<file path="src/rtl/apn_pkg.sv">
// Shared constants and types for the adaptive palette nearest-color block.
// No dependencies; imported by every module in rtl/.
package apn_pkg;

  localparam int MAX_ENTRIES = 255;
  localparam int IDX_W       = $clog2(MAX_ENTRIES);
  localparam int COUNT_W     = $clog2(MAX_ENTRIES + 1);
  localparam int COLOR_W     = 24;
  localparam int CHAN_W      = 8;
  localparam int SQ_W        = 2 * CHAN_W;
  localparam int DIST_W      = SQ_W + 2;
  localparam int THRESH_W    = 18;
  localparam int OUT_IDX_W   = 8;

  localparam logic [THRESH_W-1:0] THRESH_RESET = THRESH_W'(48);
  localparam logic [COUNT_W-1:0]  COUNT_FULL   = COUNT_W'(MAX_ENTRIES);

  typedef logic [IDX_W-1:0]   idx_t;
  typedef logic [COLOR_W-1:0] color_t;
  typedef logic [DIST_W-1:0]  dist_t;

  typedef struct packed {
    logic valid;
    idx_t idx;
  } tag_t;

endpackage

</file>
<file path="src/rtl/apn_dist.sv">
// Two-stage squared color distance: channel squares, then their sum.
// Depends on apn_pkg.
module apn_dist
  import apn_pkg::*;
(
  input  logic   clk,
  input  logic   rst_n,
  input  tag_t   in_tag,
  input  color_t color_a,
  input  color_t color_b,
  output tag_t   out_tag,
  output dist_t  out_dist,
  output logic   pipe_busy
);

  logic [SQ_W-1:0]   sq_nxt [3];
  logic [SQ_W-1:0]   sq_r   [3];
  tag_t              sq_tag_r;
  tag_t              dist_tag_r;
  dist_t             dist_r;

  always_comb begin
    logic [CHAN_W-1:0] a, b, d;
    for (int c = 0; c < 3; c++) begin
      a = color_a[c*CHAN_W +: CHAN_W];
      b = color_b[c*CHAN_W +: CHAN_W];
      d = (a > b) ? (a - b) : (b - a);
      sq_nxt[c] = SQ_W'(d) * SQ_W'(d);
    end
  end

  always_ff @(posedge clk) begin
    if (!rst_n) begin
      sq_tag_r.valid   <= 1'b0;
      dist_tag_r.valid <= 1'b0;
    end else begin
      sq_tag_r.valid   <= in_tag.valid;
      dist_tag_r.valid <= sq_tag_r.valid;
    end
    sq_tag_r.idx   <= in_tag.idx;
    dist_tag_r.idx <= sq_tag_r.idx;
    for (int c = 0; c < 3; c++) begin
      sq_r[c] <= sq_nxt[c];
    end
    dist_r <= DIST_W'(sq_r[0]) + DIST_W'(sq_r[1]) + DIST_W'(sq_r[2]);
  end

  assign out_tag   = dist_tag_r;
  assign out_dist  = dist_r;
  assign pipe_busy = sq_tag_r.valid | dist_tag_r.valid;

endmodule

</file>
<file path="config.mk">
export PLATFORM = sky130hd
export DESIGN_NAME = apn_dist
export DESIGN_NICKNAME = d
export VERILOG_FILES = /design/src/rtl/apn_pkg.sv /design/src/rtl/apn_dist.sv
export SDC_FILE = /design/constraint.sdc
export NUM_CORES = 1
export LEC_CHECK = 0
export BUFFER_PORTS_ARGS = -buffer_cell sky130_fd_sc_hd__buf_2
export CAP_MARGIN = 20
export CORE_ASPECT_RATIO = 0.75
export CORE_MARGIN = 2
export CORE_UTILIZATION = 38
export CTS_CLUSTER_DIAMETER = 60
export DETAILED_ROUTE_END_ITERATION = 16
export PLACE_DENSITY = 0.59
export SETUP_SLACK_MARGIN = 0.3
export SLEW_MARGIN = 10
export SYNTH_ARGS = -nofsm -noshare
export SYNTH_HDL_FRONTEND = slang
export SYNTH_SLANG_ARGS = --single-unit
</file>
<file path="constraint.sdc">
create_clock -name clk -period 8.3 [get_ports clk]
set_clock_uncertainty 0.1 [all_clocks]
set_input_delay 0.415 -clock clk [delete_from_list [all_inputs] [get_ports clk]]
set_output_delay 0.415 -clock clk [all_outputs]
set_load 0.01 [all_outputs]
</file>
**Word level (Yosys, flattened, before mapping)**

Memories as Yosys holds them, arrays and structs flattened.
Cells that the tools add are included.

- Register bits after elaboration: 36
- Memory bits (writable): 48
- Input port bits: 59
- Output and inout port bits: 28
- Word-level logic and storage cells: 24
- Memories kept: 1

- $add $sub $neg: 8
- Multiply operators: 3
- Order comparisons: 3
- Mux-type cells: 3
- Bitwise logic cells: 1

Memory list:

| name | words | bits a word | rd ports | clocked after memory_dff | write ports | RTL line | text |
|---|---|---|---|---|---|---|---|
| sq_r | 3 | 16 | 3 | 0 | 3 | apn_dist.sv:17 | `logic [SQ_W-1:0] sq_r [3];` |

Operators with widths:

| cell | count |
|---|---|
| 8-bit by 8-bit multiplier with 16-bit output | 3 |
| 8-bit subtractor | 6 |
| 8-bit > comparator | 3 |
| 8-bit two-way mux | 3 |
| 17-bit by 16-bit adder with 18-bit output | 1 |
| 16-bit by 16-bit adder with 17-bit output | 1 |
| 1-bit OR | 1 |

**Logic depth before layout (Yosys ltp)**

- Depth after elaboration: 3
- Gate-level depth with buffers: 27
- Mapped depth without buffers: 26

**Least setup slack after synthesis**

No wires, ideal clock.

- Kind: in2reg
- Start point: in color_a[8]
- End point: mem sq_r[0][28] (netlist bit)
- Library setup time: 0.134 ns
- Arrival: 5.904 ns
- Required time: 8.066 ns
- Path slack: 2.162 ns
- Cell stages on the path: 24
- Buffers on the path: 0
- Cell sequence: inv_1 ha_1 inv_1 fa_1 a21o_1 a221oi_4 a21oi_4 mux2i_1 xor2_1 or2_1 inv_1 fa_1 fa_1 ha_1 inv_1 fa_1 inv_1 ha_1 a21oi_1 nor2b_1 o31a_1 o22ai_1 nor4b_1 or4b_1

RTL lines:

| what | RTL line | text |
|---|---|---|
| start, declared | apn_dist.sv:9 | `input color_t color_a,` |
| end, declared | apn_dist.sv:17 |  |

==> summary.md <==
| Metric | Value |
|---|---|
| Main synth FF type | `dfxtp_1` |
| Slew Limit Fails | `0` |
| CTS tree | `yes` |
| Worst reg-to-reg path cell count | `9` |
| Final Cycle Share | `0.785` |
| Crit Path Class | `input pin to flip-flop` |
| R2R setup slack | `5.24 ns` |
| Post-CTS Resized | `0` |
| Worst min-delay path startpoint | `in_tag[4]` |
| # rows | `50` |
| Top post-synthesis cells by area | `fa_1 20%, ha_1 20%, dfxtp_1 17%` |
| Worst r2r dst | `out_dist[16]` |
| Number of H-tree levels | `3` |
| Unrepaired setup endpoints after global routing | `no` |
| Max stage delay on crit path | `0.77 ns` |
| Antenna Cells | `0` |
| Vias per cell | `4.68` |
| Post-route ant nets | `0` |
| Global-route wire length before repair | `32.0 mm` |
| Clock Latency Late Sink | `0.34 ns` |
| Register bit total from synthesis | `81` |
| Detailed Place HPWL | `15.3 mm` |
| Synthesis-to-layout area growth | `11.0%` |
| Dominant cell by count in the synthesized netlist | `inv_1` |
| Slew of the pin with the lowest slew margin | `1.00 ns` |
| Post-Layout Cell Count | `1449` |
| Clock sink count | `81` |
| Routed via count | `6786` |
| Crit Path Max Fanout | `11` |
| CP Depth | `24` |
| Die height | `141 um` |
| Slowest cell on crit path | `xnor2_1` |
| Synth Instances | `1026` |
| Setup crit start | `color_a[8]` |
| Max Clock Freq | `153 MHz` |
| Worst Path Buf+Inv | `6` |
| Max clock buf depth | `2` |
| GRT Total Usage | `0.145` |
| Layout cell share with drive strength beyond 1 | `0.137` |
| IO Pins | `87` |
| Top post-synthesis cells by count | `202 x inv_1, 149 x ha_1, 97 x fa_1, 93 x nor2_1, 81 x dfxtp_1` |
| Final min period | `6.52 ns` |
| Initial Util | `0.385` |
| Fin Setup TNS | `0 ns` |
| Drt drc | `0` |
| Syn Std Cell Area | `9530 um^2` |
| Cell Chain, Critical Path | `buf_2 -> inv_1 -> ha_1 -> inv_1 -> fa_1 -> a21o_1 -> a221oi_4 -> a21oi_4 -> mux2i_1 -> xnor2_1 -> nor2_1 -> fa_1 -> fa_1 -> inv_1 -> fa_1 -> fa_1 -> inv_1 -> ha_1 -> inv_1 -> nor2_1 -> o31a_1 -> o22ai_1 -> nor4b_1 -> or4b_1` |
| DR WL/cell | `12.3 um` |
| Final Hold Vio Count | `0` |
| Fin nets | `1411` |
| Worst Setup Start Kind | `input pin` |
| IO Port Bufs | `86` |
| CTS root buffer | `clkbuf_16` |
| Status | `completed` |
| Max-cap violations | `0` |
| Largest area contributor in the netlist | `fa_1` |
| Placed Instances | `1433` |
| Grt ovf | `0` |
| Die X | `187 um` |
| Clock transition at the registers of the reported paths | `0.06 ns` |
| Vias in the first global route | `7004` |
| Die area | `26400 um^2` |
| Max-slew headroom | `0.328` |
| CP required | `8.42 ns` |
| Synth top area share | `0.204` |
| Synth Area per Inst | `9.29 um^2` |
| Cell variety after synth | `66` |
| Seq/Total Area, Yosys | `0.170` |
| Routed WL | `17.8 mm` |
| Detailed Route Iter0 Violations | `212` |
| Final setup fails | `0` |
| CP endpoint | `sq_r[0][28]` |
| Setup Fix Bufs, Post-CTS | `0` |
| Initial antenna violation count | `0` |
| FF-to-FF Start | `sq_r[0][3]` |
| Initial DRT Pass Iterations | `4` |
| Util after Layout | `0.427` |
| Crit. End Element | `flip-flop` |
| Hold depth | `1` |
| CTS buffer count | `9` |
| Pin count of the biggest net entering global routing | `16` |
| Worst path top cell family by delay | `adder cells` |
| Hold Path Class | `input pin to flip-flop` |
| Final Worst Setup Slack | `1.78 ns` |
| Setup WS pre-CTS | `1.45 ns` |
| Async SR Flop Fraction | `0` |
| Ys Warns | `0` |
| WP data arrival | `6.63 ns` |
| EDFF count, synth | `0` |
| Gpl congestion | `0.829` |
| CTS Hold Buffers Added | `0` |
| Core area | `24800 um^2` |
-- routing by layer --
metal / part of all wire / up-vias / global-route usage
li1: - / 3488 / -
met1: 0.54 / 3208 / 0.211
met2: 0.43 / 81 / 0.231
met3: 0.026 / 9 / 0.0204
met4: 0.0062 / 0 / 0.0255
met5: 0 / - / 0
-- worst reg2reg max path, delay by kind of cell, from the launching register on --
family	cells	cell delay, ns
AO/OA/AOI/OAI	5	1.55
XOR/XNOR	1	0.15
adder cells (fa/ha/maj)	2	0.67
flip-flops	1	0.31
AND/OR/NAND/NOR	1	0.16
-- cell usage in the layout, fill, tap and decap left out, types with 11 or more instances in the layout --
cell type,synthesis,layout
dfxtp_1,81,81
nor2_1,93,93
xor2_1,17,17
nor3_1,12,12
o21ai_0,17,17
nand2b_1,11,11
a21o_1,29,29
mux2i_1,16,16
or2_2,16,16
xnor2_1,51,51
buf_2,7,86
inv_1,202,202
ha_1,149,149
nand2_1,23,23
fa_1,97,97
a21oi_1,61,61
-- how the worst min path moves through the flow --
stage	to	slack [ns]
6_report	sq_tag_r[4]	0.07
5_1_grt	sq_tag_r[0]	0.06
4_1_cts	sq_tag_r[4]	0.06
3_5_place_dp	out_tag[0]	0.21
3_3_place_gp	out_tag[1]	0.21
2_1_floorplan	out_tag[0]	0.21
-- cell type report --
class	count	area, um^2
flip-flops and latches	81	1620
fillers	2482	14200
inverters	203	762
clock inverters	7	78.8
multi-input cells	725	7040
repair buffers	86	430
clock buffers	9	225
well taps	338	423
-- flip-flops by register name, indices dropped and copies added (netlist names) --
signal / flops
sq_tag_r: 9
out_dist: 18
sq_r: 45
out_tag: 9
-- through the flow --
stage	instance area [um^2]	hold WS, ns
after floorplan	9540	0.210
after global placement	10300	0.210
after detailed placement	10300	0.215
after CTS	10600	0.0580
after global routing	10600	0.0631
final	10600	0.0721
-- kinds of logic (layout without fill, tap and decap cells) --
logic type / count (synthesis) / count (layout) / share of synthesized area
AND/OR/NAND/NOR: 209 / 209 / 0.110
XOR/XNOR: 76 / 76 / 0.0785
buffers and inverters: 222 / 305 / 0.0923
multiplexers: 19 / 19 / 0.0230
AO/OA/AOI/OAI: 172 / 172 / 0.126
other: 1 / 3 / 0.000393
adder cells (fa/ha/maj): 246 / 246 / 0.399
flip-flops: 81 / 81 / 0.170
Power is not shown: default switching activity piles up to over one toggle a cycle in this logic, so the estimate is an artifact.
